### config.mk
export PLATFORM = sky130hd
export DESIGN_NAME = sudiv_skid
export DESIGN_NICKNAME = d
export VERILOG_FILES = /design/src/rtl/core/sudiv_skid.sv
export SDC_FILE = /design/constraint.sdc
export NUM_CORES = 1
export LEC_CHECK = 0
export BUFFER_PORTS_ARGS = -buffer_cell sky130_fd_sc_hd__buf_2
export CAP_MARGIN = 10
export CORE_MARGIN = 1.5
export CORE_UTILIZATION = 30
export CTS_BUF_LIST = sky130_fd_sc_hd__clkbuf_8
export DETAILED_ROUTE_END_ITERATION = 8
export GPL_TIMING_DRIVEN = 0
export HOLD_SLACK_MARGIN = 0.02
export MAX_ROUTING_LAYER = met4
export SLEW_MARGIN = 15
export SYNTH_ARGS = -nofsm -noshare
export SYNTH_HDL_FRONTEND = slang
export SYNTH_SLANG_ARGS = --single-unit
### constraint.sdc
create_clock -name clk -period 17.8 [get_ports clk]
set_input_delay 0 -clock clk [delete_from_list [all_inputs] [get_ports clk]]
set_output_delay 0 -clock clk [all_outputs]
set_load 0.02 [all_outputs]
### src/rtl/core/sudiv_skid.sv
module sudiv_skid #(
  parameter int WIDTH = 65
) (
  input  logic             clk,
  input  logic             rst,
  input  logic             in_valid,
  output logic             in_ready,
  input  logic [WIDTH-1:0] in_data,
  output logic             out_valid,
  input  logic             out_ready,
  output logic [WIDTH-1:0] out_data
);

  logic             skid_valid;
  logic [WIDTH-1:0] skid_data;

  // Ready is a register: it drops only once the spare entry is in use.
  assign in_ready = ~skid_valid;

  // Output register plus one spare entry that catches a transfer
  // arriving while the output is stalled.
  always_ff @(posedge clk) begin
    if (rst) begin
      out_valid  <= 1'b0;
      skid_valid <= 1'b0;
    end else if (out_ready || !out_valid) begin
      if (skid_valid) begin
        out_valid  <= 1'b1;
        skid_valid <= 1'b0;
      end else begin
        out_valid <= in_valid;
      end
    end else if (in_valid && !skid_valid) begin
      skid_valid <= 1'b1;
    end
  end

  always_ff @(posedge clk) begin
    if (out_ready || !out_valid) begin
      if (skid_valid) begin
        out_data <= skid_data;
      end else if (in_valid) begin
        out_data <= in_data;
      end
    end else if (in_valid && !skid_valid) begin
      skid_data <= in_data;
    end
  end

endmodule

==> impl_metrics.py <==
metrics = {
    "placed_design": {
        "port_buffers": 135,
        "dp_hpwl_um": 6675,
        "post-place-ws_ns": 15.59,
        "gp_congestion": 0.6836,
        "placed_cells": 572,
        "dpl_cell_area_um2": 5908,
    },
    "timing": {
        "finClkSkew_ns": 0.008869,
        "setup_tns_ns": 0,
        "clock.fmax_mhz": 463.5,
        "finalCriticalPeriod_ns": 2.158,
        "worstMarginPinSlew_ns": 0.7841,
        "hold_violations": 0,
        "slew_violations": 0,
        "fin_crit_sh_pct": 12.12,
        "setup_viol": 0,
        "max_slew_margin_pct": 47.62,
        "grt_setup_unrepaired": "false",
        "setup_slack_ns": 15.64,
    },
    "setup_path": {
        "path_max_fanout": 10,
        "worst_setup_path_end_kind": "register",
        "reg2reg_slack_ns": 15.64,
        "reg2regPathDepth": 7,
        "required_ns": 17.93,
        "critPathTopFamily": "buffers and inverters",
        "crit_top_cell": "buf_6",
        "crit_path_cell_trace": "buf_6, buf_6, buf_6, nor3b_2, buf_4, buf_4, buf_6",
        "reg2reg_to": "skid_data[31]",
        "worst_setup_path_start_kind": "register",
        "critPathMaxStageDelay_ns": 0.42,
        "crit_buf_inv": 6,
        "arrival_ns": 2.29,
        "worstSetupPathType": "register to register",
        "slowest_stage": "nor3b_2",
        "r2r-start": "skid_valid",
    },
    "synth": {
        "syn_inst": 212,
        "synthArstFlopShare_pct": 0,
        "synth_nets": 281,
        "synthTopCellsByCount": "130 x edfxtp_1, 47 x mux2_2, 18 x mux2_4",
        "synth_compound_area_share_pct": 0.1033,
        "synth.largest_area_cell": "edfxtp_1",
        "synth_fa_ha_area_share_pct": 0,
        "yosysMostFrequentCell": "edfxtp_1",
        "synth_edf_count": 130,
        "yosys_warnings": 0,
        "synth_top_family_by_area": "multiplexers",
        "synth.area.top_cells": "edfxtp_1 81%, mux2_2 11%, mux2_4 5.6%",
        "avgSynthCellArea_um2": 22.86,
        "synth_xor_area_share_pct": 0,
        "synth_mux_area_share_pct": 16.50,
        "synth_area_um2": 4846,
        "synthDistinctLibCells": 13,
        "ys.flop_type": "edfxtp_1",
        "yosys.area_share.simple_pct": 0.5939,
        "synth-seq-cells": 132,
        "synth_top_area_share_pct": 80.56,
        "yosysSeqAreaShare_pct": 81.38,
    },
    "detailed_routing": {
        "wl_per_cell_um": 14.75,
        "route.detailed.drc": 0,
        "drt_wl_total_um": 9925,
        "avgViaCountPerCell": 4.111,
        "ant_nets": 0,
        "dr.pass1.iters": 4,
        "vias": 2767,
        "drtIter0Drc": 105,
    },
    "floorplanning": {
        "die_x_um": 130.1,
        "fp.coreArea_um2": 15830,
        "die_h_um": 130.1,
        "rows": 46,
        "initial_core_util_pct": 30.62,
        "io_pins": 136,
        "die-area_um2": 16920,
    },
    "cts": {
        "clock-sinks": 132,
        "clkTransAtPathRegs_ns": 0.07,
        "cts_buffers": 17,
        "cts_setup_buffers": 0,
        "clk_latency_ns": 0.42,
        "cts_buffer_depth": 2,
        "htreeDepth": 4,
        "cts_tree": "done",
        "root_buffer": "clkbuf_8",
    },
    "hold_path": {
        "min-delay-start": "in_valid",
        "min_path_cells": 2,
        "holdPathEnd": "skid_data[58]",
        "hp-class": "input port to register",
    },
    "pwr": {
        "total_power_mw": 0.6752,
        "ir_drop_v": 0.00005966,
        "clockPowerShare_pct": 36.5,
        "power.density_nw_per_um2": 96.71,
        "static-leakage-power_nw": 2.674,
        "switching_power_mw": 0.1493,
        "switching_share_pct": 22.11,
        "seq_power_share_pct": 53.5,
        "comb_power_share_pct": 10.0,
        "internal_power_mw": 0.5259,
    },
    "finish": {
        "fillers": 1424,
        "diodes": 0,
        "drive_above_1_share_pct": 53.39,
        "fin_cells": 673,
        "area_growth_syn_to_layout_pct": 44.07,
        "postLayoutCellArea_um2": 6982,
        "final_nets": 513,
    },
    "global_routing": {
        "gr-usage-all-layers_pct": 12.48,
        "antenna_found_initial": 0,
        "grt_pass1_wl_um": 15050,
        "grt_max_degree": 26,
        "grt_pass1_vias": 2963,
        "grt_remaining_overflow": 0,
    },
    "run": {
        "cap_violations": 0,
    },
    "status": {
        "status": "finished clean",
    },
}
area by class of cell:
cell class | count | area [um2] | area share, %
clock inverter | 15 | 148.9 | 2.133
tap | 216 | 270.3 | 3.871
inverter | 1 | 3.754 | 0.05376
sequential | 132 | 3944 | 56.49
buffer | 8 | 65.06 | 0.9319
clock buffer | 17 | 234.0 | 3.351
multi-input combinational | 71 | 845.8 | 12.11
timing repair buffer | 213 | 1470 | 21.06
through the flow:
stage	hold slack (ns)	utilization, %
2_1_floorplan	0.06907	-
3_3_place_gp	0.1786	36.59
3_5_place_dp	0.1780	37.33
4_1_cts	0.02210	44.11
5_1_grt	0.03156	44.11
6_report	0.06095	44.11
power groups by stage:
stage	Clock (mW)	Sequential (mW)	Combinational, mW
6_report	0.246	0.361	0.0674
5_1_grt	0.268	0.363	0.0727
4_1_cts	0.257	0.361	0.0685
3_5_place_dp	0	0.368	0.0565
3_3_place_gp	0	0.370	0.0521
2_1_floorplan	0	0.383	0.0162
state kept, by name (all words and copies together), names as in the netlist:
name	count
skid_data	65
skid_valid	1
out_valid	1
out_data	65
per-layer routing:
| layer | track usage [%] | part of all wire [%] |
|---|---|---|
| met5 | - | 0 |
| met4 | 4.118 | 0.61 |
| met1 | 13.79 | 42 |
| met2 | 20.65 | 52 |
| met3 | 4.879 | 5.5 |
what timing repair did:
action | 4_1_cts | 5_1_grt
hold endpoints to repair | 132 | 0
gates resized for setup | 0 | 0
hold buffers | 69 | 0
worst max path at each step:
| stage | start | cells after the start | end | slack [ns] |
|---|---|---|---|---|
| 6_report | skid_valid | 7 | skid_data[31] | 15.64 |
| 3_5_place_dp | skid_valid | 7 | skid_data[11] | 15.59 |
| 3_3_place_gp | skid_valid | 4 | skid_data[11] | 9.00 |
| 2_1_floorplan | skid_valid | 4 | skid_data[0] | 11.79 |
| 5_1_grt | skid_valid | 7 | skid_data[31] | 15.47 |
| 4_1_cts | skid_valid | 6 | out_data[2] | 15.59 |
cell usage in the layout (no fill, tap or decap), drive strengths merged:
master / count
buf: 152
edfxtp: 130
dlygate4sd3: 69
mux2: 65
clkbuf: 17
clkinv: 6
inv: 4
clkinvlp: 3
bufinv: 3
dfxtp: 2
nor2: 1
nand2b: 1
nor2b: 1
nor3b: 1
a21oi: 1
nor3: 1
cell families (layout without fill, tap and decap cells):
logic type | after synthesis | in the layout
AO/OA/AOI/OAI | 1 | 1
buffers and inverters | 9 | 254
flip-flops | 132 | 132
multiplexers | 65 | 65
AND/OR/NAND/NOR | 5 | 5
No activity file was read; power rests on OpenSTA's default activity.
