**config.mk**
```make
export PLATFORM = sky130hd
export DESIGN_NAME = sudiv_stage
export DESIGN_NICKNAME = d
export VERILOG_FILES = /design/src/rtl/core/sudiv_pkg.sv /design/src/rtl/core/sudiv_stage.sv
export SDC_FILE = /design/constraint.sdc
export NUM_CORES = 1
export LEC_CHECK = 0
export BUFFER_PORTS_ARGS = -buffer_cell sky130_fd_sc_hd__buf_4
export CAP_MARGIN = 20
export CORE_ASPECT_RATIO = 0.6
export CORE_MARGIN = 1
export CORE_UTILIZATION = 30
export CTS_CLUSTER_DIAMETER = 200
export CTS_CLUSTER_SIZE = 12
export DETAILED_ROUTE_END_ITERATION = 6
export PLACE_DENSITY_LB_ADDON = 0.25
export SETUP_SLACK_MARGIN = 0.2
export SLEW_MARGIN = 40
export SYNTH_ARGS = -nofsm -noshare
export SYNTH_HDL_FRONTEND = slang
export SYNTH_SLANG_ARGS = --single-unit
```
**constraint.sdc**
```tcl
create_clock -name clk -period 7.8 [get_ports clk]
set_clock_uncertainty 0.05 [all_clocks]
set_input_delay 0.39 -clock clk [delete_from_list [all_inputs] [get_ports clk]]
set_output_delay 0.39 -clock clk [all_outputs]
set_load 0.005 [all_outputs]
```
**src/rtl/core/sudiv_pkg.sv**
```systemverilog
package sudiv_pkg;

  // Default and supported operand width of the divider core.
  localparam int DATA_WIDTH_DEF = 64;

  // Fixed field widths on the stream ports.
  localparam int OPCODE_W    = 2;
  localparam int FIELD_W     = 64;
  localparam int IN_TDATA_W  = 2 * FIELD_W;
  localparam int OUT_TDATA_W = FIELD_W;
  localparam int OUT_TUSER_W = 1;

  // Operation codes carried in the input tuser.
  typedef enum logic [OPCODE_W-1:0] {
    OP_UDIV = 2'd0,
    OP_UREM = 2'd1,
    OP_SDIV = 2'd2,
    OP_SREM = 2'd3
  } opcode_t;

  // Per-item control that rides along the pipeline next to the data.
  typedef struct packed {
    logic want_rem;  // deliver the remainder instead of the quotient
    logic neg_res;   // negate the selected result at the end
    logic dbz;       // divisor was zero, result forced to zero
  } ctrl_t;

endpackage

```
**src/rtl/core/sudiv_stage.sv**
```systemverilog
module sudiv_stage #(
  parameter int DATA_WIDTH = 64
) (
  input  logic                  clk,
  input  logic                  rst,
  input  logic                  en,
  input  logic                  in_valid,
  input  sudiv_pkg::ctrl_t      in_ctrl,
  input  logic [DATA_WIDTH-1:0] in_rem,
  input  logic [DATA_WIDTH-1:0] in_nq,
  input  logic [DATA_WIDTH-1:0] in_den,
  output logic                  out_valid,
  output sudiv_pkg::ctrl_t      out_ctrl,
  output logic [DATA_WIDTH-1:0] out_rem,
  output logic [DATA_WIDTH-1:0] out_nq,
  output logic [DATA_WIDTH-1:0] out_den
);
  import sudiv_pkg::*;

  logic [DATA_WIDTH:0]   shifted;
  logic [DATA_WIDTH+1:0] diff;
  logic                  qbit;
  logic [DATA_WIDTH-1:0] rem_next;
  logic [DATA_WIDTH-1:0] nq_next;

  // One restoring step: shift in the next dividend bit, trial subtract.
  // The dividend bits leave nq from the top while quotient bits enter
  // at the bottom.
  always_comb begin
    shifted  = {in_rem, in_nq[DATA_WIDTH-1]};
    diff     = {1'b0, shifted} - {2'b00, in_den};
    qbit     = ~diff[DATA_WIDTH+1];
    rem_next = qbit ? diff[DATA_WIDTH-1:0] : shifted[DATA_WIDTH-1:0];
    nq_next  = {in_nq[DATA_WIDTH-2:0], qbit};
  end

  always_ff @(posedge clk) begin
    if (rst) begin
      out_valid <= 1'b0;
    end else if (en) begin
      out_valid <= in_valid;
    end
  end

  always_ff @(posedge clk) begin
    if (en) begin
      out_ctrl <= in_ctrl;
      out_rem  <= rem_next;
      out_nq   <= nq_next;
      out_den  <= in_den;
    end
  end

endmodule

```
==> run summary <==
GRT Overall Usage -> 0.1781
Slew headroom -> 0.5459
Diode count -> 0
WL/cell -> 18.05 um
Vias per Instance -> 4.783
Post-CTS setup repair buffer count -> 0
Initial Util -> 0.3073
Clock Sinks -> 196
Hold bufs inserted after CTS -> 0
Critical Path Fanout Max -> 3
# fillers -> 3336
Max Clk Rate -> 236.8 MHz
Power Density -> 204.2 mW/mm^2
Area delta synth->final -> 39.00%
Final #Nets -> 1583
Avg Inst Size Synth -> 11.27 sq um
Final hold violation count -> 0
Total CTS buffers -> 17
Final HPWL DP -> 25550 um
Drt total wl -> 32320 um
Total negative slack -> 0 ps
Worst Tran Pin Value -> 681.2 ps
Clock H-tree levels -> 4
Worst Path Required -> 7960 ps
Status -> completed
CTS tree -> done
Post-CTS sizing -> 0
Post-route ant nets -> 0
Largest net degree at the start of global routing -> 126
Yosys reg bits -> 196
VDD IR-drop max -> 0.0001380 V
Post-Syn Area -> 0.01044 sq mm
Final Cycle Share -> 0.5415
Vias in the first global route -> 8343
DR pass1 iterations -> 7
Via count -> 8566
Worst hold slack -> 35.94 ps
Syn_nets -> 1190
Row cnt -> 52
Hold path depth -> 2
RePlAce Congestion -> 0.8805
Setup violations, final -> 0
Core Util, Final -> 0.4272
CP Class -> in -> reg
First-pass GRT wire length -> 48450 um
R2R cell count -> 2
Worst Setup End Kind -> flip-flop
Initial antenna violation count -> 0
Arrival @ worst endpoint -> 4380 ps
CTS Root Cell -> clkbuf_16
Min Tclk post-route -> 4223 ps
Share of layout cells above drive strength 1 -> 0.3356
Worst setup SP type -> input port
Count of input and output buffers -> 394
Max Slew Vio Count -> 0
Synth async-reset ratio -> 0
IO Count -> 395
Max-Cap Viols -> 0
Ys Warns -> 0
Seq/Total Area, Yosys -> 0.5629
Reg clk slew, reported paths -> 90 ps
Synth unique cells -> 65
RSZ-0062 raised after global routing -> no
Ys flop type -> edfxtp_1
Die height -> 146.5 um
Hold crit path type -> in -> reg
Core Region -> 0.03396 sq mm
Grt ovf -> 0
Number of synthesized flops with an enable pin -> 195
DRC Markers -> 0
Clock Latency Late Sink -> 460 ps
Die W -> 242.8 um
P_leak -> 0.006304 uW
DR iter-0 viols -> 590
Die area -> 0.03557 sq mm
Mapped Cells -> 926
Clock Tree Buf Depth -> 2
==> power by group <==
| group | leakage (uW) | total [uW] | internal (uW) | switching, uW |
|---|---|---|---|---|
| clock network | 0.000294 | 909 | 436 | 472 |
| registers | 0.00192 | 1330 | 1290 | 33.0 |
| logic | 0.00409 | 726 | 355 | 371 |
==> Yosys cell counts, drive strengths merged, types with 4 or more instances <==
cell    count  area share
a31oi       8      0.0062
o21bai     14       0.010
a211oi      8      0.0062
o21a        8      0.0065
or3         4      0.0024
o221ai      4      0.0034
nand2b      4      0.0024
buf        15      0.0077
o211ai      5      0.0041
nor2       92       0.033
nand2      67       0.024
mux2       11       0.012
xnor2      36       0.030
inv        86       0.031
a21o       23       0.017
xor2       21       0.018
nand3      13      0.0062
nor3        5      0.0024
nand4      12      0.0072
a41o        5      0.0048
nor2b       5      0.0030
clkbuf      8      0.0029
o21ai      31       0.015
a21oi     132       0.065
edfxtp    195        0.56
ha         64       0.077
and3        4      0.0024
==> worst paths after layout <==
path	from	end	slack, ps
setup / recovery	in_nq[63]	out_rem[56]	3580
hold / removal	rst	out_valid	40
setup reg to reg	out_valid	out_valid	7130
hold reg to reg	out_valid	out_valid	490
==> critical path: stages <==
cell	delay, ps
buf_4	110
inv_1	50
ha_1	150
inv_1	50
fa_1	400
a21o_1	230
a31oi_1	410
o22ai_1	230
o2111ai_1	480
a211oi_1	250
nor3_1	460
nor2_1	140
a41o_1	340
or4_1	420
a41o_1	250
==> metrics by stage <==
| stage | instance area, sq um | total power (uW) | cells | worst slack, ps |
|---|---|---|---|---|
| 2_1_floorplan | 10440 | 1695 | 926 | 4376 |
| 3_3_place_gp | 13890 | 2072 | 1759 | 3273 |
| 3_5_place_dp | 13900 | 2077 | 1759 | 3236 |
| 4_1_cts | 14510 | 3005 | 1791 | 3718 |
| 5_1_grt | 14510 | 3110 | 1791 | 3456 |
| 6_report | 14510 | 2962 | 1791 | 3577 |
==> final cells by class <==
class | instances | area [sq um] | area share
sequential | 196 | 5876 | 0.4050
multi-input combinational | 621 | 4129 | 0.2846
timing repair buffer | 397 | 3002 | 0.2069
tap | 459 | 574.3 | 0.03959
clock buffer | 17 | 425.4 | 0.02932
inverter | 86 | 322.8 | 0.02225
clock inverter | 15 | 178.9 | 0.01233
==> cells in the final DEF (no fill, tap or decap), types with 5 or more instances in the layout <==
| master | Yosys | final |
|---|---|---|
| a21oi_1 | 130 | 130 |
| a31oi_1 | 7 | 7 |
| edfxtp_1 | 195 | 195 |
| nand2_1 | 66 | 66 |
| buf_4 | 2 | 395 |
| o21bai_1 | 14 | 14 |
| a211oi_1 | 7 | 7 |
| nand3_1 | 13 | 13 |
| mux2_1 | 11 | 11 |
| a21o_1 | 22 | 22 |
| inv_1 | 86 | 86 |
| a41o_1 | 5 | 5 |
| clkbuf_16 | 0 | 18 |
| o21a_1 | 7 | 7 |
| nor2b_1 | 5 | 5 |
| nand4_1 | 12 | 12 |
| xor2_1 | 21 | 21 |
| xnor2_1 | 36 | 36 |
| ha_1 | 64 | 64 |
| nor3_1 | 5 | 5 |
| o21ai_0 | 27 | 27 |
| nor2_1 | 92 | 92 |
==> sequential cells by signal, indices dropped and copies added, names as in the netlist <==
| signal | flops |
|---|---|
| out_den | 64 |
| out_rem | 64 |
| out_valid | 1 |
| out_nq | 64 |
| out_ctrl | 3 |
==> metal layers <==
layer,vias up,wire length [um],track usage
met5,-,0,0
met4,0,308,0.03868
met3,22,2184,0.04559
met2,280,14210,0.2611
met1,4079,15620,0.2619
li1,4185,-,-
==> kinds of logic after synthesis <==
kind of cell             count (synthesis)  synth area share
AND/OR/NAND/NOR                        221           0.09350
XOR/XNOR                                57           0.04783
buffers and inverters                  109           0.04148
flip-flops                             196            0.5629
adder cells (fa/ha/maj)                 65           0.07864
AO/OA/AOI/OAI                          266            0.1628
multiplexers                            12           0.01283
(Power assumes the default switching activity.)
