--- src/rtl/core/sudiv_pkg.sv ---
package sudiv_pkg;

  // Default and supported operand width of the divider core.
  localparam int DATA_WIDTH_DEF = 64;

  // Fixed field widths on the stream ports.
  localparam int OPCODE_W    = 2;
  localparam int FIELD_W     = 64;
  localparam int IN_TDATA_W  = 2 * FIELD_W;
  localparam int OUT_TDATA_W = FIELD_W;
  localparam int OUT_TUSER_W = 1;

  // Operation codes carried in the input tuser.
  typedef enum logic [OPCODE_W-1:0] {
    OP_UDIV = 2'd0,
    OP_UREM = 2'd1,
    OP_SDIV = 2'd2,
    OP_SREM = 2'd3
  } opcode_t;

  // Per-item control that rides along the pipeline next to the data.
  typedef struct packed {
    logic want_rem;  // deliver the remainder instead of the quotient
    logic neg_res;   // negate the selected result at the end
    logic dbz;       // divisor was zero, result forced to zero
  } ctrl_t;

endpackage

--- src/rtl/core/sudiv_prep.sv ---
module sudiv_prep #(
  parameter int DATA_WIDTH = 64
) (
  input  logic                         clk,
  input  logic                         rst,
  input  logic                         en,
  input  logic                         in_valid,
  input  logic [sudiv_pkg::OPCODE_W-1:0] opcode,
  input  logic [sudiv_pkg::FIELD_W-1:0]  dividend,
  input  logic [sudiv_pkg::FIELD_W-1:0]  divisor,
  output logic                         out_valid,
  output sudiv_pkg::ctrl_t             out_ctrl,
  output logic [DATA_WIDTH-1:0]        out_num,
  output logic [DATA_WIDTH-1:0]        out_den
);
  import sudiv_pkg::*;

  logic [DATA_WIDTH-1:0] a;
  logic [DATA_WIDTH-1:0] b;
  logic                  is_signed;
  logic                  want_rem;
  logic                  sa;
  logic                  sb;
  logic [DATA_WIDTH-1:0] ua;
  logic [DATA_WIDTH-1:0] ub;
  ctrl_t                 ctrl_next;

  // Decode the operation and take the operand magnitudes.
  always_comb begin
    a         = dividend[DATA_WIDTH-1:0];
    b         = divisor[DATA_WIDTH-1:0];
    is_signed = (opcode == OP_SDIV) || (opcode == OP_SREM);
    want_rem  = (opcode == OP_UREM) || (opcode == OP_SREM);
    sa        = is_signed & a[DATA_WIDTH-1];
    sb        = is_signed & b[DATA_WIDTH-1];
    ua        = sa ? (~a + 1'b1) : a;
    ub        = sb ? (~b + 1'b1) : b;
    ctrl_next.want_rem = want_rem;
    ctrl_next.neg_res  = want_rem ? sa : (sa ^ sb);
    ctrl_next.dbz      = (b == '0);
  end

  // Valid bit under reset; payload loads whenever the pipe moves.
  always_ff @(posedge clk) begin
    if (rst) begin
      out_valid <= 1'b0;
    end else if (en) begin
      out_valid <= in_valid;
    end
  end

  always_ff @(posedge clk) begin
    if (en) begin
      out_ctrl <= ctrl_next;
      out_num  <= ua;
      out_den  <= ub;
    end
  end

endmodule

--- config.mk ---
export PLATFORM = sky130hd
export DESIGN_NAME = sudiv_prep
export DESIGN_NICKNAME = d
export VERILOG_FILES = /design/src/rtl/core/sudiv_pkg.sv /design/src/rtl/core/sudiv_prep.sv
export SDC_FILE = /design/constraint.sdc
export NUM_CORES = 1
export LEC_CHECK = 0
export BUFFER_PORTS_ARGS = -buffer_cell sky130_fd_sc_hd__clkbuf_2
export CAP_MARGIN = 20
export CORE_MARGIN = 2
export CORE_UTILIZATION = 40
export CTS_BUF_LIST = sky130_fd_sc_hd__clkbuf_4 sky130_fd_sc_hd__clkbuf_8
export CTS_CLUSTER_SIZE = 16
export DETAILED_ROUTE_END_ITERATION = 8
export PLACE_DENSITY = 0.68
export RECOVER_POWER = 50
export SLEW_MARGIN = 40
export SYNTH_ARGS = -nofsm -noshare
export SYNTH_HDL_FRONTEND = slang
export SYNTH_SLANG_ARGS = --single-unit
--- constraint.sdc ---
create_clock -name clk -period 2.45 [get_ports clk]
set_input_delay 0 -clock clk [delete_from_list [all_inputs] [get_ports clk]]
set_output_delay 0 -clock clk [all_outputs]
set_load 0.1 [all_outputs]
==> summary.txt, run 1 <==
Synthesis
  • Most frequent cell after synthesis: edfxtp_1
  • Cell Area, Synth: 0.00688 mm²
  • Sequential area share after synthesis: a little under three fifths
  • Synth Warn #: 0
  • Mapped Cells: roughly 590
  • Mean Syn Cell Area: 11.7 µm²
  • Ys flop type: edfxtp_1
  • Cell variety after synth: 45
  • Main area contributors after synthesis: edfxtp_1 57%, xor2_1 10%, xnor2_1 5.6%
  • Yosys top cell area share: 57.2%
  • EDFF count, synth: 131
  • Synth top cells by count: 131 x edfxtp_1, 79 x xor2_1, 61 x nor2_1
  • FFs w/ async S/R, synth: 0%
  • #FFs+latches synth: 132
  • Syn_nets: 723
  • Synth area leader: edfxtp_1

Route
  • DR WL/cell: 16.8 µm
  • DR pass1 iterations: 5
  • Drt total wl: about 21 mm
  • Via/cell ratio: roughly 5.1
  • Antenna-violating nets left: 0
  • Vias: 6425
  • Post-route DRC: 0
  • First-iteration detailed-routing DRC count: 387

Power
  • LEAKAGE: about 0.0042 µW
  • Pwr dens: 722 mW/mm²
  • Maximum VDD drop: ~0.00040 V

Setup path
  • Worst Path Max Fanout: 7
  • WP data required: between 2 and 3 ns
  • Crit Path Category: primary input to flip-flop
  • Setup crit end kind: flip-flop
  • Worst Path Arrival: 2.63 ns
  • CP startpoint kind: primary input

Die
  • Die width: 135 µm
  • Rows: 47
  • Die extent in y: about 140 µm
  • I/O pin total: 266
  • Core area: 0.0167 mm²
  • Full die area: 0.0183 mm²
  • Starting Density: between 40 and 50%

Timing
  • Final Worst Setup Slack: 0.0209 ns
  • Minimum clock period: 2.43 ns
  • Slew HR: 17.8%
  • Fin Setup TNS: 0 ns
  • Final Hold Viols: 0
  • Peak Freq: 412 MHz
  • Skew final: 0 ns
  • Slew @ Worst Pin: 1.24 ns
  • Final Slew Violations: 0
  • Setup violations, final: 0
  • Fin Hold WS: 0.0407 ns
  • Fin crit share: 99.1%
  • RSZ-0062 raised after global routing: no

GRT
  • Largest net degree at the start of global routing: 68
  • Vias in the first global route: 6445
  • First-pass GRT wire length: roughly 33 mm
  • Global route total overflow: 0
  • Total GRT Usage: 23.0%
  • Initial antenna violation count: 1

Clock tree
  • TritonCTS clock tree: yes
  • Root Driver: clkbuf_8
  • CTS HTree Levels: 4
  • Clk sinks: 132
  • Worst-path clk slew: 0.08 ns
  • Worst-Skew Late Latency: 0.44 ns
  • Num CTS Buffers: 17
  • Longest Clk Path Bufs: 2

Flow run
  • Max cap viols: 0

Final layout
  • Layout cells sized above 1: around a quarter
  • Final core utilization: 62.2%
  • Synth-to-layout area growth: 51.0%
  • Final cell count without fillers: around 1300
  • Post-layout nets: 1156

Placement
  • DP Cell Count: 1077
  • Detailed Place HPWL: 14.4 mm
  • IO buf count: between 200 and 300
  • Final Wtd Congestion: 0.880
  • Pre-CTS WS: 0.116 ns

Run status
  • Run status: complete, no violations

Hold path
  • Worst hold path type: primary input to flip-flop
[sequential cells by signal, indices dropped and copies added, names as in the netlist]
register / flops
out_valid: 1
out_den: 64
out_ctrl: 3
out_num: 64
[worst max-delay path, stage by stage]
cell,delay [ns]
dlygate4sd3_1,0.53
clkbuf_2,0.14
or4_4,0.55
or4_4,0.47
or3b_1,0.54
o41ai_2,0.30
xnor2_1,0.10
[where the power goes]
part	internal (µW)	switching [µW]
logic	510	2160
registers	2770	70.1
clock network	1100	897
total	4380	3120
[layout make-up]
class | instances | area (µm²)
fill | 1340 | 6310
sequential | 132 | 3950
timing repair buffer | 431 | 2870
multi-input combinational | 424 | 2810
tap | 220 | 275
clock buffer | 17 | 234
clock inverter | 15 | 189
inverter | 14 | 52.6
antenna | 1 | 2.50
[routing by layer]
layer / up-vias / track usage [%] / part of all wire, %
li1: 3101 / - / -
met1: 2970 / 26.5 / 39
met2: 310 / 39.2 / 50
met3: 44 / 8.34 / 8.7
met4: 0 / 8.80 / 2.6
met5: - / 0 / 0
[layout by cell type, fill, tap and decap left out, drive strengths merged, types with 4 or more instances in the layout]
cell type | Yosys | final
edfxtp | 131 | 131
a21oi | 40 | 40
o41ai | 7 | 7
clkinv | 0 | 9
nor4 | 30 | 30
o21ai | 14 | 14
nand4 | 12 | 12
xor2 | 79 | 79
a31oi | 29 | 29
buf | 3 | 24
dlygate4sd3 | 0 | 141
inv | 14 | 14
and2 | 5 | 5
nand2 | 20 | 20
bufinv | 0 | 4
xnor2 | 44 | 44
or4 | 9 | 9
o31ai | 10 | 10
clkbuf | 14 | 283
nor2 | 61 | 61
nor3 | 30 | 30
[timing repair]
| action | in CTS | in global routing |
|---|---|---|
| resized for setup | 0 | 2 |
| hold buffers | 141 | 0 |
| setup buffers | 0 | 3 |
| endpoints found under the hold margin | 143 | 0 |
| setup endpoints to repair | 0 | 3 |
[logic make-up after synthesis]
group,after synthesis,synth area share [%]
buf+inv,31,1.80
mux,1,0.145
compound gates,106,9.57
fa+ha+maj,2,0.364
xor+xnor,123,15.7
simple gates,192,15.0
flops,132,57.5
[metrics by stage]
stage | power (µW) | cell area (µm²)
5_1_grt | 7770 | 10400
4_1_cts | 7550 | 10500
2_1_floorplan | 4840 | 6880
6_report | 7500 | 10400
3_3_place_gp | 5350 | 8620
3_5_place_dp | 5370 | 8620
[final timing paths]
check,start,endpoint,slack (ns),cells after the start
setup / recovery,divisor[17],out_den[43],0.02,7
hold / removal,divisor[30],out_den[30],0.04,3
setup reg to reg,out_valid,out_valid,1.28,3
hold reg to reg,out_valid,out_valid,1.09,3
(Power assumes the default switching activity.)
==> run 2, diff against run 1 <==
--- a/config.mk
+++ b/config.mk
@@ -8,11 +8,10 @@
 export BUFFER_PORTS_ARGS = -buffer_cell sky130_fd_sc_hd__clkbuf_2
 export CAP_MARGIN = 20
 export CORE_MARGIN = 2
-export CORE_UTILIZATION = 40
+export CORE_UTILIZATION = 25
 export CTS_BUF_LIST = sky130_fd_sc_hd__clkbuf_4 sky130_fd_sc_hd__clkbuf_8
 export CTS_CLUSTER_SIZE = 16
 export DETAILED_ROUTE_END_ITERATION = 8
-export PLACE_DENSITY = 0.68
 export RECOVER_POWER = 50
 export SLEW_MARGIN = 40
 export SYNTH_ARGS = -nofsm -noshare
==> constraint.sdc (replaced) <==
create_clock -name clk -period 2.45 [get_ports clk]
set_input_delay 0.49 -clock clk [delete_from_list [all_inputs] [get_ports clk]]
set_output_delay 0.49 -clock clk [all_outputs]
set_load 0.1 [all_outputs]
==> run 2 against run 1 <==
  * Register-to-register slack improved by 0.59 ns
  * Final area decreased by 9.4%
  * Routed wire length increased by 3.1%
  * Die area increased by 58%
  * Setup slack improved by 0.11 ns
  * Clock skew unchanged
  * Combinational power decreased by 6%
  * Critical path type unchanged
  * Largest cell class unchanged
  * Highest routed layer unchanged
==> summary.txt, run 2 (same netlist as run 1, synthesis figures left out) <==
GRT
  • Total GRT Usage: 14.8%
  • Initial antenna violation count: 2
  • Met1 Use GR: 18.6%
  • Routing usage on met2: around a quarter
  • Largest net degree at the start of global routing: between 50 and 60
  • First-pass GRT wire length: ~33 mm
  • Vias in the first global route: 5870
  • Met3 Use GR: 3.51%
  • Most Crowded Layer GR: met2
  • Global route total overflow: 0

Setup path
  • Setup crit end kind: flip-flop
  • Worst Path Arrival: 2.50 ns
  • Reg-to-reg setup timing slack: 1.87 ns
  • CP startpoint kind: primary input
  • WP data required: approximately 2.6 ns
  • Crit Path Category: primary input to flip-flop
  • Worst Path Max Fanout: 7

Final layout
  • Final instance area: 0.00941 mm²
  • Synth-to-layout area growth: 36.8%
  • Final core utilization: 34.9%
  • Final cell count without fillers: 1270
  • Post-layout nets: 1050
  • Layout cells sized above 1: roughly 36%
  • Most frequent cells in the layout: 234 x clkbuf_2, 131 x edfxtp_1, 79 x xor2_1
  • Most common cell after layout, fill and taps aside: clkbuf_2
  • Top Registers: out_den (64), out_num (64), out_ctrl (3)
  • Fillers: 2736

Clock tree
  • Longest Clk Path Bufs: 2
  • CTS HTree Levels: 4
  • Worst-path clk slew: 0.08 ns
  • Worst-Skew Late Latency: roughly 0.43 ns
  • Post-CTS setup buffers: 0
  • Num CTS Buffers: 17
  • TritonCTS clock tree: yes
  • Root Driver: clkbuf_8
  • Clk sinks: 132

Timing
  • Skew final: 0 ns
  • Fin Setup TNS: 0 ns
  • Slew HR: 18.8%
  • Peak Freq: roughly 430 MHz
  • Setup violations, final: 0
  • Final Hold Viols: 0
  • Slew @ Worst Pin: between 1 and 1.5 ns
  • Fin crit share: 94.6%
  • Minimum clock period: 2.32 ns
  • Final Slew Violations: 0

Placement
  • IO buf count: around 270
  • DP Cell Count: between 1000 and 1500
  • Detailed Place HPWL: 16.7 mm
  • Final Wtd Congestion: 0.874
  • Placed cell area: 0.00908 mm²

Flow run
  • Max cap viols: 0

Route
  • Vias: 6011
  • DR pass1 iterations: 5
  • DR WL/cell: 17.1 µm
  • Antenna-violating nets left: 0
  • Via/cell ratio: 4.73
  • Drt total wl: 21.7 mm
  • First-iteration detailed-routing DRC count: 373
  • Post-route DRC: 0

Power
  • Maximum VDD drop: 0.000295 V
  • Pwr dens: 778 mW/mm²
  • LEAKAGE: roughly 0.0038 µW

Die
  • Core area: 0.0270 mm²
  • Full die area: 0.0289 mm²
  • Die width: roughly 170 µm
  • I/O pin total: around 270
  • Die extent in y: roughly 170 µm
  • Rows: 60
  • Starting Density: between 20 and 30%

Hold path
  • Worst hold path type: primary input to flip-flop

Run status
  • Run status: complete, no violations
run 2: metal layers:
layer / vias up / part of all wire, % / routed length (µm)
met2: 206 / 48 / 10300
met4: 0 / 4.2 / 920
met5: - / 0 / 0
met1: 2874 / 42 / 9240
li1: 2884 / - / -
met3: 47 / 5.7 / 1240
run 2: report_power, final:
| part | switching (µW) | total, µW | internal, µW | leakage (µW) |
|---|---|---|---|---|
| clock | 958 | 1970 | 1010 | 0.000199 |
| combinational | 2130 | 2510 | 388 | 0.00234 |
| sequential | 69.3 | 2840 | 2770 | 0.00129 |
run 2: worst paths after layout:
path                             startpoint  cells after the start          end
worst max-delay path            divisor[17]                      6  out_den[39]
worst min register to register    out_valid                      2    out_valid
worst max register to register    out_valid                      2    out_valid
worst min-delay path                    rst                      2    out_valid
run 2: critical path: stages:
cell and delay (ns):
clkbuf_2 0.09, or4_4 0.53, or4_4 0.47, or3b_1 0.54
o41ai_2 0.28, xnor2_1 0.11
run 2: cell type report:
cell class / instances / area, µm² / share of cell area, %
diodes: 2 / 5.00 / 0.0532
clock buffers: 18 / 241 / 2.57
clock inverters: 14 / 163 / 1.73
inverters: 14 / 52.6 / 0.558
multi-input cells: 424 / 2820 / 30.0
flip-flops and latches: 132 / 3950 / 42.0
well taps: 341 / 427 / 4.53
repair buffers: 325 / 1750 / 18.6
run 2: repair_timing:
action	4_1_cts	5_1_grt
gates resized for setup	0	1
endpoints found under the setup margin	0	5
hold buffers	0	0
run 2: stage by stage:
step           power, µW  hold WS (ns)  setup WS (ns)
2_1_floorplan       4840         0.562         -0.119
3_3_place_gp        5420         0.472         -0.292
3_5_place_dp        5430         0.485         -0.310
4_1_cts             7410         0.170          0.173
5_1_grt             7580         0.165       -0.00649
6_report            7320         0.202          0.133
==> run 3, diff against run 2 <==
==> constraint.sdc (replaced) <==
create_clock -name clk -period 2.13 [get_ports clk]
set_input_delay 0.426 -clock clk [delete_from_list [all_inputs] [get_ports clk]]
set_output_delay 0.426 -clock clk [all_outputs]
set_load 0.1 [all_outputs]
==> run 3 against run 2 <==
  * The run now ends with setup timing left
  * Setup slack worse by 0.18 ns
  * Utilization up 2.7 points
  * Clock skew unchanged
  * Routed wire length is 0.50% higher
  * First-iteration DRC count shrank 12%
==> summary.txt, run 3 (same netlist as run 1, synthesis figures left out) <==
Final layout
  • Post-layout nets: 1134
  • Synth-to-layout area growth: 47.6%
  • Final core utilization: a little under two fifths
  • Layout cells sized above 1: 44.5%
  • Most frequent cells in the layout: 262 x clkbuf_2, 132 x buf_4, 131 x edfxtp_1
  • Top Registers: out_den (64), out_num (64), out_ctrl (3)
  • Most common cell after layout, fill and taps aside: clkbuf_2
  • Final cell count without fillers: 1352

Timing
  • Fin crit share: 102%
  • Skew final: 0 ns
  • Minimum clock period: 2.17 ns
  • RSZ-0062 raised after global routing: yes
  • Setup violations, final: 4
  • Final Slew Violations: 0
  • Fin Setup TNS: -0.0631 ns
  • Final Worst Setup Slack: -0.0447 ns
  • Peak Freq: around 460 MHz
  • Final Hold Viols: 0
  • Slew HR: 32.6%
  • Slew @ Worst Pin: 1.01 ns

GRT
  • Global route total overflow: 0
  • First-pass GRT wire length: 33.1 mm
  • Largest net degree at the start of global routing: 49
  • Initial antenna violation count: 1
  • Total GRT Usage: 14.8%
  • Vias in the first global route: 6183

Run status
  • Failing checks: setup timing
  • Run status: complete, but fails checks

Setup path
  • Crit-path slowest cell: or4_4
  • Crit-path cells: clkbuf_2 -> or4_4 -> or4_4 -> or3b_4 -> o41ai_2 -> xnor2_1
  • Worst path max stage delay: 0.53 ns
  • Worst Path Max Fanout: 7
  • CP startpoint kind: primary input
  • Worst path depth: 6
  • R2R cell count: 2
  • Critical path buffers and inverters: 1
  • Setup crit end kind: flip-flop
  • Worst Path Arrival: 2.35 ns
  • Crit Path Category: primary input to flip-flop
  • WP data required: 2.30 ns
  • Cell family with most CP delay: simple AND/OR/NAND/NOR gates
  • CP most frequent cell: or4_4

Power
  • P_int: 4870 µW
  • Clock Power Share: between 20% and 30%
  • Switching Share: between 40% and 50%
  • LEAKAGE: 0.00435 µW
  • Comb power frac: 35.4%
  • Maximum VDD drop: 0.000400 V
  • Pwr dens: 837 mW/mm²
  • Sequential share of power: a little under two fifths
  • Psw: around 3600 µW

Clock tree
  • Root Driver: clkbuf_8
  • Clk sinks: 132
  • Worst-path clk slew: 0.08 ns
  • Worst-Skew Late Latency: 0.42 ns
  • Num CTS Buffers: 17
  • TritonCTS clock tree: yes
  • Hold buffer count at cts: 0
  • CTS HTree Levels: 4
  • Longest Clk Path Bufs: 2
  • Post-CTS setup buffers: 0

Die
  • Die width: 170 µm
  • Core area: 0.0270 mm²
  • Die extent in y: between 150 and 200 µm
  • Full die area: 0.0289 mm²
  • Rows: 60
  • I/O pin total: 266
  • Starting Density: 25.5%

Placement
  • DP Cell Count: 1320
  • Pre-CTS WS: -0.602 ns
  • Final Wtd Congestion: 0.814
  • IO buf count: ~270
  • Detailed Place HPWL: 17.2 mm

Route
  • Vias: 6215
  • Antenna-violating nets left: 0
  • First-iteration detailed-routing DRC count: approximately 330
  • Via/cell ratio: 4.60
  • Post-route DRC: 0
  • Drt total wl: approximately 22 mm
  • DR WL/cell: 16.2 µm
  • DR pass1 iterations: 4

Flow run
  • Max cap viols: 0

Hold path
  • Worst hold path type: primary input to flip-flop
  • Hold Crit Depth: 2
[run 3: cell types whose count changed in the layout (fill, tap and decap cells not counted), moves of 2 or more]
cell and change:
buf_4 +80, clkbuf_2 +28, clkbuf_1 -23, nor4_1 -6, nor4_4 +4, clkbuf_4 -2, clkinv_2 -2, nor3_4 +2
nor4_2 +2
[run 3: worst paths after layout]
| check | start | end | slack [ns] |
|---|---|---|---|
| worst max register to register | out_valid | out_valid | 1.53 |
| worst max-delay path | divisor[17] | out_den[39] | -0.04 |
| worst min-delay path | rst | out_valid | 0.16 |
| worst min register to register | out_valid | out_valid | 0.52 |
[run 3: power by group through the flow]
stage | logic [µW] | clock network [µW] | registers (µW)
2_1_floorplan | 328 | 0 | 5240
3_5_place_dp | 3030 | 0 | 3330
3_3_place_gp | 3020 | 0 | 3330
4_1_cts | 3040 | 2300 | 3270
5_1_grt | 3120 | 2420 | 3290
6_report | 3010 | 2230 | 3270
[run 3: worst register-to-register path, cell delays in order, from the launching register on]
cell and delay [ns]:
dfxtp_1 0.32, mux2i_1 0.12, nor2_1 0.06
[run 3: layer usage]
layer,part of all wire (%),vias to the layer above,global-route usage [%],routed length (µm)
li1,-,3039,-,-
met1,43,2950,18.3,9370
met3,8.7,10,5.49,1910
met5,0,-,0,0
met4,0.78,0,3.08,170
met2,48,216,24.9,10400
[run 3: area by class of cell]
type                            count  area (µm²)
Antenna cell                        1        2.50
Clock buffer                       17         234
Clock inverter                     14         164
Fill cell                        2653       16800
Inverter                           14        52.6
Multi-Input combinational cell    424        2920
Sequential cell                   132        3950
Tap cell                          341         427
Timing Repair Buffer              409        2390
[run 3: what timing repair did]
| action | 4_1_cts | 5_1_grt |
|---|---|---|
| pin swaps | 2 | 0 |
| gates resized for setup | 1 | 1 |
| endpoints found under the setup margin | 8 | 11 |
| hold endpoints to repair | 0 | 0 |
[run 3: metrics by stage]
stage	area (µm²)	power, µW	hold slack, ns
6_report	10200	8500	0.161
5_1_grt	10100	8830	0.113
4_1_cts	10200	8610	0.113
3_5_place_dp	9820	6360	0.508
3_3_place_gp	9820	6350	0.473
2_1_floorplan	6990	5570	0.498
