File: src/rtl/core/sudiv_pkg.sv
package sudiv_pkg;

  // Default and supported operand width of the divider core.
  localparam int DATA_WIDTH_DEF = 64;

  // Fixed field widths on the stream ports.
  localparam int OPCODE_W    = 2;
  localparam int FIELD_W     = 64;
  localparam int IN_TDATA_W  = 2 * FIELD_W;
  localparam int OUT_TDATA_W = FIELD_W;
  localparam int OUT_TUSER_W = 1;

  // Operation codes carried in the input tuser.
  typedef enum logic [OPCODE_W-1:0] {
    OP_UDIV = 2'd0,
    OP_UREM = 2'd1,
    OP_SDIV = 2'd2,
    OP_SREM = 2'd3
  } opcode_t;

  // Per-item control that rides along the pipeline next to the data.
  typedef struct packed {
    logic want_rem;  // deliver the remainder instead of the quotient
    logic neg_res;   // negate the selected result at the end
    logic dbz;       // divisor was zero, result forced to zero
  } ctrl_t;

endpackage

File: src/rtl/core/sudiv_post.sv
module sudiv_post #(
  parameter int DATA_WIDTH = 64
) (
  input  logic                          clk,
  input  logic                          rst,
  input  logic                          en,
  input  logic                          in_valid,
  input  sudiv_pkg::ctrl_t              in_ctrl,
  input  logic [DATA_WIDTH-1:0]         in_rem,
  input  logic [DATA_WIDTH-1:0]         in_quo,
  output logic                          out_valid,
  output logic [sudiv_pkg::FIELD_W-1:0] out_result,
  output logic                          out_dbz
);
  import sudiv_pkg::*;

  logic [DATA_WIDTH-1:0] sel;
  logic [DATA_WIDTH-1:0] fixed;
  logic [FIELD_W-1:0]    result_next;

  // Pick quotient or remainder, restore the sign, force zero on a zero divisor.
  always_comb begin
    sel         = in_ctrl.want_rem ? in_rem : in_quo;
    fixed       = in_ctrl.neg_res ? (~sel + 1'b1) : sel;
    result_next = in_ctrl.dbz ? '0 : FIELD_W'(fixed);
  end

  always_ff @(posedge clk) begin
    if (rst) begin
      out_valid <= 1'b0;
    end else if (en) begin
      out_valid <= in_valid;
    end
  end

  always_ff @(posedge clk) begin
    if (en) begin
      out_result <= result_next;
      out_dbz    <= in_ctrl.dbz;
    end
  end

endmodule

File: config.mk
export PLATFORM = sky130hd
export DESIGN_NAME = sudiv_post
export DESIGN_NICKNAME = d
export VERILOG_FILES = /design/src/rtl/core/sudiv_pkg.sv /design/src/rtl/core/sudiv_post.sv
export SDC_FILE = /design/constraint.sdc
export NUM_CORES = 1
export LEC_CHECK = 0
export BUFFER_PORTS_ARGS = -buffer_cell sky130_fd_sc_hd__buf_2
export CAP_MARGIN = 10
export CORE_MARGIN = 10
export CORE_UTILIZATION = 25
export CTS_BUF_LIST = sky130_fd_sc_hd__clkbuf_8
export DETAILED_ROUTE_END_ITERATION = 10
export GPL_ROUTABILITY_DRIVEN = 0
export MAX_ROUTING_LAYER = met4
export SLEW_MARGIN = 10
export SYNTH_ARGS = -nofsm -noshare
export SYNTH_HDL_FRONTEND = slang
export SYNTH_SLANG_ARGS = --single-unit
File: constraint.sdc
create_clock -name clk -period 4.4 [get_ports clk]
set_input_delay 0.66 -clock clk [delete_from_list [all_inputs] [get_ports clk]]
set_output_delay 0.66 -clock clk [all_outputs]
set_load 0.02 [all_outputs]
==> summary.txt, run 1 <==
Outcome
  – Status: finished, final reports clean

CTS
  – CTS max path bufs: 2
  – CTS Buf Count: 9
  – TritonCTS clock tree: built
  – Clk_lat worst skew: 0.36 ns
  – Clk Tree Root Cell: clkbuf_8
  – Clock tree sinks: 66
  – Number of setup buffers added after CTS: 0
  – Htree depth: 3
  – Hold Buf Count CTS: 0
  – Clk pin slew, worst setup/hold paths: 0.10 ns
  – CTS resizes: 0

STA
  – Final Skew: 0 ns
  – Slew Limit Fails: 0
  – Fin Setup TNS: 0 ns
  – RSZ-0062 raised after global routing: false
  – Final period utilization: 0.846
  – Final Hold Viols: 0
  – Rel. slew slack: 0.423
  – Worst slew pin tran: 0.866 ns
  – Max Freq: 269 MHz
  – Final setup fails: 0
  – Period minus WS final: 3.72 ns

Power
  – Combinational power share: 0.304
  – Pleak: 2.86 nW
  – Clock Power Share: 0.270
  – Power per cell area: 253 mW/mm^2
  – Int Pwr: 1.18 mW
  – Reg power frac: 0.426
  – Switching power: 0.659 mW
  – Sw Ratio: 0.358
  – VDD IR max: 86.5 uV

Worst setup path
  – Crit Path Max Fanout: 88
  – CP startpoint kind: primary input
  – Crit path kind: primary input to register
  – Crit end category: register
  – CP arrival: 3.85 ns
  – CP required: 4.53 ns
  – Worst reg-to-reg setup slack: 3.82 ns

Route
  – Vias: 5832
  – DR WL/cell: 21.4 um
  – Via-to-Cell Ratio: 5.25
  – Final ANT Viol Nets: 0
  – First drt pass iteration count: 6
  – WL final: 23800 um
  – Initial DRC Count: 365
  – Post-detailed-route DRC marker count: 0

Floorplan
  – Io pins: 201
  – Die ar.: 0.0296 mm^2
  – Core ar.: 0.0227 mm^2
  – Row count: 55
  – Die X: 172 um
  – Starting Density: 0.254
  – Die Y: 172 um

Synth
  – Post-synth top area cell: edfxtp_1
  – Synth Instances: 624
  – Unique cell type count in the Yosys netlist: 65
  – FFs w/ async S/R, synth: 0
  – Mapped Area: 0.00578 mm^2
  – Synth Net Count: 760
  – Post-synth EDFFs: 65
  – Synth warnings: 0
  – Primary FF master, synth: edfxtp_1
  – Synthesis-stage register bit count: 66
  – Area contributors post-synth: edfxtp_1, mux2i_1, xnor2_1
  – Syn Area/Cell: 9.26 um^2
  – Post-synthesis sequential area ratio: 0.341
  – Area share of the largest cell type after synthesis: 0.338

Run
  – Max cap viols: 0

Global routing
  – GR Util All Layers: 0.161
  – Largest net degree at the start of global routing: 89
  – Total gr overflow: 0
  – Initial antenna violation count: 6
  – Vias in the first global route: 6009
  – First-pass GRT wire length: 34900 um

Final layout
  – Share of cells above drive strength 1: 0.325
  – Fin nets: 947
  – Design Area, Final: 0.00728 mm^2
  – Synthesis-to-layout area growth: 26.1%
  – Register area: 0.00197 mm^2
  – Multi-input logic area: 0.00360 mm^2
  – Fillers: 2452

Place
  – Port bufs: 200
  – Cell area after placement: 0.00709 mm^2
  – Detailed placement HPWL: 18800 um

Min path
  – Hold crit path type: primary input to register
## cell families (layout without fill, tap and decap cells)
logic type | Yosys count | count (layout) | synth area share
AND/OR/NAND/NOR | 282 | 282 | 0.279
AO/OA/AOI/OAI | 116 | 116 | 0.152
multiplexers | 72 | 72 | 0.126
flip-flops | 66 | 66 | 0.341
buffers and inverters | 44 | 236 | 0.0349
XOR/XNOR | 43 | 43 | 0.0652
adder cells (fa/ha/maj) | 1 | 1 | 0.00217
other | 0 | 9 | 0
## final cells by class
class                      instances  area share
multi-input combinational        514       0.495
sequential                        66       0.271
timing repair buffer             214       0.156
tap                              285      0.0490
clock buffer                       9      0.0170
clock inverter                     7     0.00618
inverter                           6     0.00309
antenna                            9     0.00309
## final timing paths
path / depth (start not counted) / endpoint / start
setup / recovery: 7 / out_result[62] / in_ctrl[2]
hold / removal: 2 / out_valid / rst
setup reg to reg: 2 / out_valid / out_valid
hold reg to reg: 2 / out_valid / out_valid
## per-stage QoR
stage | setup slack, ns | hold WS, ns | cells | total power [mW] | util
after floorplan | 0.351 | 0.579 | 624 | 1.12 | -
after CTS | 0.718 | 0.418 | 1101 | 1.86 | 0.320
after detailed placement | 0.328 | 0.484 | 1085 | 1.36 | 0.312
after global routing | 0.483 | 0.427 | 1107 | 1.94 | 0.320
final | 0.677 | 0.438 | 1110 | 1.84 | 0.321
after global placement | 0.255 | 0.469 | 1085 | 1.35 | 0.312
## Yosys cell counts (7+ instances only)
cell type	count
nor3b_1	21
o41ai_2	8
or3b_1	14
buf_2	17
nor4_1	12
a22oi_1	8
o21ai_0	30
nor2_1	62
nand4_1	8
a222oi_1	8
edfxtp_1	65
a21oi_1	14
clkbuf_1	16
and2_1	7
mux2i_1	68
or3b_2	8
or3_1	22
o31ai_1	10
or2_2	7
nand2_1	33
nand3_1	15
xnor2_1	37
nor3_1	40
## registers in the layout, indices dropped and copies added, names as in the netlist
name / cells
out_dbz: 1
out_valid: 1
out_result: 64
## cell usage in the layout (no fill, tap or decap), types with 4 or more instances in the layout
cell      instances
nor4b_1           6
mux2_2            4
buf_2           199
xor2_1            6
o31ai_1          10
mux2i_1          68
o21ai_0          30
a222oi_1          8
nor3b_1          21
buf_4            12
nand3_1          15
nor3_1           40
o41ai_1           6
or3b_1           14
or4_1             6
diode_2           9
or2_2             7
a21o_1            6
edfxtp_1         65
and2_1            7
nand4_1           8
inv_1             5
clkbuf_8          9
o21a_1            5
xnor2_1          37
a22oi_1           8
a21oi_1          14
or3_1            22
o41ai_2           8
nand2_1          33
or3b_2            8
or4b_2            4
nor4_1           12
nor2_1           62
## power groups by stage
stage	clock network [mW]	registers, mW	logic [mW]
floorplan	0	0.872	0.248
global placement	0	0.796	0.557
detailed placement	0	0.796	0.560
CTS	0.514	0.783	0.562
global route	0.543	0.788	0.608
finish	0.497	0.783	0.559
## worst max-delay path, cell delays in order
cell and delay [ns]:
buf_6 0.50, buf_12 0.34, or4b_2 0.63, a222oi_1 0.60
o21ai_0 0.38, o41ai_1 0.53, mux2i_1 0.15
## routing by layer
metal  share of wire  global-route usage  vias to the layer above
met4           0.019              0.0547                        0
met5               0                   -                        -
li1                -                   -                     2797
met1            0.43               0.198                     2736
met3           0.098              0.0513                       29
met2            0.45               0.243                      270
(Power assumes the default switching activity.)
==> run 2, diff against run 1 <==
==> constraint.sdc (replaced) <==
create_clock -name clk -period 3.5 [get_ports clk]
set_input_delay 0.525 -clock clk [delete_from_list [all_inputs] [get_ports clk]]
set_output_delay 0.525 -clock clk [all_outputs]
set_load 0.02 [all_outputs]
==> run 2 against run 1 <==
Effect of this change: die area stayed put; first-iteration DRC count is 27% higher; critical path type unchanged; count of clock-buffer cells in the layout stayed put.
==> summary.txt, run 2 (synthesis gave the netlist of run 1 again) <==
Final layout
  – Reg with most FFs: out_result (unchanged)
  – Fin nets: 962 (was 947)
  – Largest regs: out_result x64, out_dbz x1, out_valid x1 (unchanged)
  – Share of cells above drive strength 1: 0.333 (was 0.325)
  – Finished Core Util: 0.328 (was 0.321)
  – Commonest non-fill, non-tap cells in the layout: buf_2, mux2i_1, edfxtp_1 (unchanged)
  – Fillers: 2458 (was 2452)
  – Non-Filler Instances: 1119 (was 1110)
  – Max reg flops: 64 (unchanged)
  – Most common cell after layout, fill and taps aside: buf_2 (unchanged)
  – Synthesis-to-layout area growth: 28.8% (was 26.1%)

STA
  – Final setup fails: 0 (unchanged)
  – Period minus WS final: 3.09 ns
  – Worst slew pin tran: 0.837 ns (was 0.866 ns)
  – Hold Slack: 0.299 ns (was 0.438 ns)
  – Final Hold Viols: 0 (unchanged)
  – Rel. slew slack: 0.442 (was 0.423)
  – Max Freq: 323 MHz
  – RSZ-0062 raised after global routing: false (unchanged)
  – Fin Setup TNS: 0 ns (unchanged)
  – Final Skew: 0 ns (unchanged)
  – Slew Limit Fails: 0 (unchanged)
  – Final period utilization: 0.884

Global routing
  – Total gr overflow: 0 (unchanged)
  – Initial antenna violation count: 3 (was 6)
  – Vias in the first global route: 5892 (was 6009)
  – First-pass GRT wire length: 35200 um (was 34900 um)
  – GR Util All Layers: 0.161 (about the same)
  – Largest net degree at the start of global routing: 47 (was 89)

Worst setup path
  – Crit end category: register (unchanged)
  – CP required: 3.62 ns (was 4.53 ns)
  – Worst reg-to-reg setup slack: 2.92 ns (was 3.82 ns)
  – CP arrival: 3.22 ns (was 3.85 ns)
  – Crit path kind: primary input to register (unchanged)
  – CP startpoint kind: primary input (unchanged)
  – Crit Path Max Fanout: 33 (was 88)

CTS
  – Clk_lat worst skew: 0.37 ns (was 0.36 ns)
  – CTS max path bufs: 2 (unchanged)
  – Hold Buf Count CTS: 0 (unchanged)
  – TritonCTS clock tree: built (unchanged)
  – Htree depth: 3 (unchanged)
  – Clock tree sinks: 66 (unchanged)
  – Number of setup buffers added after CTS: 0 (unchanged)
  – CTS resizes: 0 (unchanged)
  – Clk Tree Root Cell: clkbuf_8 (unchanged)
  – CTS Buf Count: 9 (unchanged)
  – Clk pin slew, worst setup/hold paths: 0.08 ns (was 0.10 ns)

Floorplan
  – Die ar.: 0.0296 mm^2 (unchanged)
  – Die X: 172 um (unchanged)
  – Starting Density: 0.254 (unchanged)
  – Core ar.: 0.0227 mm^2 (unchanged)
  – Die Y: 172 um (unchanged)
  – Io pins: 201 (unchanged)
  – Row count: 55 (unchanged)

Route
  – Vias: 5912 (was 5832)
  – Final ANT Viol Nets: 0 (unchanged)
  – Initial DRC Count: 465 (was 365)
  – WL final: 23700 um (was 23800 um)
  – Post-detailed-route DRC marker count: 0 (unchanged)
  – DR WL/cell: 21.2 um (was 21.4 um)
  – First drt pass iteration count: 8 (was 6)
  – Via-to-Cell Ratio: 5.28 (was 5.25)

Outcome
  – Status: finished, final reports clean (unchanged)

Power
  – Pleak: 2.97 nW (was 2.86 nW)
  – Design Power: 2.36 mW (was 1.84 mW)
  – VDD IR max: 158 uV (was 86.5 uV)
  – Power per cell area: 318 mW/mm^2 (was 253 mW/mm^2)

Place
  – Detailed placement HPWL: 19000 um (was 18800 um)
  – Port bufs: 200 (unchanged)
  – Placed cells: 1100 (was 1085)

Run
  – Max cap viols: 0 (unchanged)

Min path
  – Hold crit path type: primary input to register (unchanged)
==> run 2: changes by cell type in the layout (fill, tap and decap cells not counted), sizes merged <==
| cell | change |
|---|---|
| bufinv | +1 |
| buf | +15 |
| diode | -6 |
| clkinvlp | -2 |
| inv | +2 |
| clkinv | -1 |
==> run 2: final timing paths <==
kind	startpoint	end	cells past startpoint
setup / recovery	in_ctrl[2]	out_result[61]	8
hold / removal	rst	out_valid	2
setup reg to reg	out_valid	out_valid	2
hold reg to reg	out_valid	out_valid	2
==> run 2: area by class of cell <==
class / instances / area, um^2 / area share
multi-input cells: 514 / 3600 / 0.484
flip-flops and latches: 66 / 1970 / 0.265
repair buffers: 229 / 1300 / 0.175
well taps: 285 / 357 / 0.0479
clock buffers: 9 / 124 / 0.0166
clock inverters: 7 / 53.8 / 0.00723
inverters: 6 / 22.5 / 0.00303
diodes: 3 / 7.51 / 0.00101
==> run 2: metrics by stage <==
step                      area (um^2)  setup slack (ns)
after floorplan                  5800            0.0860
after global placement           7260            0.0801
after detailed placement         7260            0.0774
after CTS                        7430             0.489
after global routing             7440             0.174
final                            7440             0.406
==> run 2: routing by layer <==
| metal | track usage | vias up | part of all wire |
|---|---|---|---|
| met5 | - | - | 0 |
| met4 | 0.0461 | 0 | 0.014 |
| met3 | 0.0385 | 25 | 0.080 |
| met2 | 0.241 | 256 | 0.45 |
| met1 | 0.211 | 2808 | 0.45 |
| li1 | - | 2823 | - |
==> run 2: power by group <==
group | switching [mW] | internal [mW]
registers | 0.0244 | 0.959
logic | 0.435 | 0.283
clock network | 0.345 | 0.316
total | 0.805 | 1.56
==> run 2: worst max-delay path: stages <==
cell      delay, ns
buf_6          0.23
buf_12         0.23
or4b_2         0.62
a222oi_1       0.59
o21ai_0        0.28
o41ai_1        0.43
and3_1         0.23
nor3_1         0.05
==> run 3, diff against run 2 <==
--- a/config.mk
+++ b/config.mk
@@ -13,6 +13,7 @@
 export DETAILED_ROUTE_END_ITERATION = 10
 export GPL_ROUTABILITY_DRIVEN = 0
 export MAX_ROUTING_LAYER = met4
+export PLACE_DENSITY = 0.44
 export SLEW_MARGIN = 10
 export SYNTH_ARGS = -nofsm -noshare
 export SYNTH_HDL_FRONTEND = slang
==> run 3 against run 2 <==
Effect of this change: register-to-register slack about the same; hold slack got worse by 0.0054 ns; clock power increased by 13%; clock skew unchanged; power increased by 3.1%; count of clock-buffer cells in the layout increased by 3; sequential share of layout area decreased by 0.12 points; flip-flop and latch count unchanged; routed wire length increased by 0.92%; final area increased by 0.47%; largest cell class unchanged.
==> summary.txt, run 3 (synthesis gave the netlist of run 1 again) <==
Outcome
  – Status: finished, final reports clean (unchanged)

Final layout
  – Fillers: 2480 (was 2458)
  – Largest regs: out_result x64, out_dbz x1, out_valid x1 (unchanged)
  – Design Area, Final: 0.00748 mm^2 (was 0.00744 mm^2)
  – Synthesis-to-layout area growth: 29.4% (was 28.8%)
  – Finished Core Util: 0.329 (was 0.328)
  – Commonest non-fill, non-tap cells in the layout: buf_2, mux2i_1, edfxtp_1 (unchanged)
  – Register area: 0.00197 mm^2 (unchanged)
  – Non-Filler Instances: 1124 (was 1119)
  – Multi-input logic area: 0.00360 mm^2 (unchanged)
  – Share of cells above drive strength 1: 0.342 (was 0.333)
  – Max reg flops: 64 (unchanged)
  – Reg with most FFs: out_result (unchanged)
  – Most common cell after layout, fill and taps aside: buf_2 (unchanged)
  – Fin nets: 968 (was 962)

Place
  – Detailed placement HPWL: 18900 um (was 19000 um)
  – Port bufs: 200 (unchanged)
  – Placed cells: 1106 (was 1100)
  – Pre-CTS WS: 0.0893 ns (was 0.0774 ns)
  – Cell area after placement: 0.00726 mm^2 (about the same)

Route
  – Via-to-Cell Ratio: 5.14 (was 5.28)
  – Vias: 5781 (was 5912)
  – Final ANT Viol Nets: 0 (unchanged)
  – First drt pass iteration count: 5 (was 8)
  – Post-detailed-route DRC marker count: 0 (unchanged)
  – DR WL/cell: 21.3 um (was 21.2 um)
  – Initial DRC Count: 447 (was 465)
  – WL final: 23900 um (was 23700 um)

Min path
  – Hold Startpoint: rst (unchanged)
  – Hold crit path type: primary input to register (unchanged)

Floorplan
  – Die Y: 172 um (unchanged)
  – Die X: 172 um (unchanged)
  – Die ar.: 0.0296 mm^2 (unchanged)
  – Starting Density: 0.254 (unchanged)
  – Row count: 55 (unchanged)
  – Core ar.: 0.0227 mm^2 (unchanged)
  – Io pins: 201 (unchanged)

STA
  – Final setup fails: 0 (unchanged)
  – Max Freq: 328 MHz (was 323 MHz)
  – Rel. slew slack: 0.438 (was 0.442)
  – Final Skew: 0 ns (unchanged)
  – Final period utilization: 0.872 (was 0.884)
  – Final worst slack: 0.449 ns (was 0.406 ns)
  – RSZ-0062 raised after global routing: false (unchanged)
  – Hold Slack: 0.294 ns (was 0.299 ns)
  – Period minus WS final: 3.05 ns (was 3.09 ns)
  – Final Hold Viols: 0 (unchanged)
  – Slew Limit Fails: 0 (unchanged)
  – Worst slew pin tran: 0.843 ns (was 0.837 ns)
  – Fin Setup TNS: 0 ns (unchanged)

Global routing
  – GR Util All Layers: 0.162 (was 0.161)
  – Largest net degree at the start of global routing: 35 (was 47)
  – First-pass GRT wire length: 35200 um (about the same)
  – Vias in the first global route: 5850 (was 5892)
  – Initial antenna violation count: 2 (was 3)
  – Total gr overflow: 0 (unchanged)

CTS
  – Htree depth: 3 (unchanged)
  – Clk_lat worst skew: 0.37 ns (about the same)
  – TritonCTS clock tree: built (unchanged)
  – Clk Tree Root Cell: clkbuf_8 (unchanged)
  – CTS max path bufs: 2 (unchanged)
  – CTS Buf Count: 9 (unchanged)
  – Hold Buf Count CTS: 0 (unchanged)
  – Clock tree sinks: 66 (unchanged)
  – Number of setup buffers added after CTS: 0 (unchanged)
  – CTS resizes: 0 (unchanged)
  – Clk pin slew, worst setup/hold paths: 0.08 ns (about the same)

Power
  – Combinational power share: 0.292 (was 0.304)
  – Switching power: 0.817 mW (was 0.805 mW)
  – Clock Power Share: 0.306 (was 0.280)
  – Design Power: 2.44 mW (was 2.36 mW)
  – Sw Ratio: 0.335 (was 0.341)
  – Power per cell area: 326 mW/mm^2 (was 318 mW/mm^2)
  – Int Pwr: 1.62 mW (was 1.56 mW)
  – VDD IR max: 130 uV (was 158 uV)
  – Pleak: 3.01 nW (was 2.97 nW)
  – Reg power frac: 0.402 (was 0.416)

Worst setup path
  – Crit Path Max Fanout: 34 (was 33)
  – Crit path kind: primary input to register (unchanged)
  – CP required: 3.63 ns (was 3.62 ns)
  – Critical R2R Launch: out_valid (unchanged)
  – Cell mode on critical path: buf_4
  – Slowest stage cell, crit path: or4_1 (was or4b_2)
  – CP startpoint: in_ctrl[2] (unchanged)
  – Crit end category: register (unchanged)
  – Slowest Stage Delay on Critical Path: 0.51 ns (was 0.62 ns)
  – CP Cell Sequence: buf_6 > buf_4 > nor4b_1 > o22ai_1 > buf_4 > or4_1 > nor4_1 > buf_4 > o21a_1 > nor3_1 (was buf_6 > buf_12 > or4b_2 > a222oi_1 > o21ai_0 > o41ai_1 > and3_1 > nor3_1)
  – CP startpoint kind: primary input (unchanged)
  – CP arrival: 3.18 ns (was 3.22 ns)

Run
  – Max cap viols: 0 (unchanged)
[run 3: changes by cell type in the layout (fill, tap and decap cells not counted)]
| cell | change |
|---|---|
| inv_1 | -1 |
| diode_2 | -1 |
| buf_4 | +9 |
| buf_12 | -3 |
| clkinv_1 | -2 |
| clkbuf_8 | +3 |
[run 3: layer usage]
metal | part of all wire | GRT usage
met5 | 0 | -
met4 | 0.015 | 0.0525
met3 | 0.049 | 0.0237
met2 | 0.47 | 0.254
met1 | 0.46 | 0.209
[run 3: area by class of cell]
class	count	area share
repair buffers	235	0.175
diodes	2	0.000669
clock buffers	12	0.0221
multi-input cells	514	0.482
well taps	285	0.0477
flip-flops and latches	66	0.264
inverters	6	0.00301
clock inverters	4	0.00569
[run 3: critical path: cells and delay by family]
kind	cells	cell delay, ns
and+or+nand+nor	4	1.29
buffers and inverters	4	1.01
AOI/OAI and AO/OA	2	0.34
[run 3: final timing paths]
check | endpoint | slack (ns) | cells after the start
max | out_result[58] | 0.45 | 10
min | out_valid | 0.29 | 2
max reg2reg | out_valid | 2.91 | 2
min reg2reg | out_valid | 0.51 | 2
[run 3: power groups by stage]
stage	Sequential (mW)	Combinational [mW]	Clock [mW]
floorplan	1.10	0.315	0
global placement	0.998	0.721	0
detailed placement	0.998	0.716	0
CTS	0.982	0.719	0.768
global route	0.988	0.779	0.800
finish	0.980	0.711	0.747
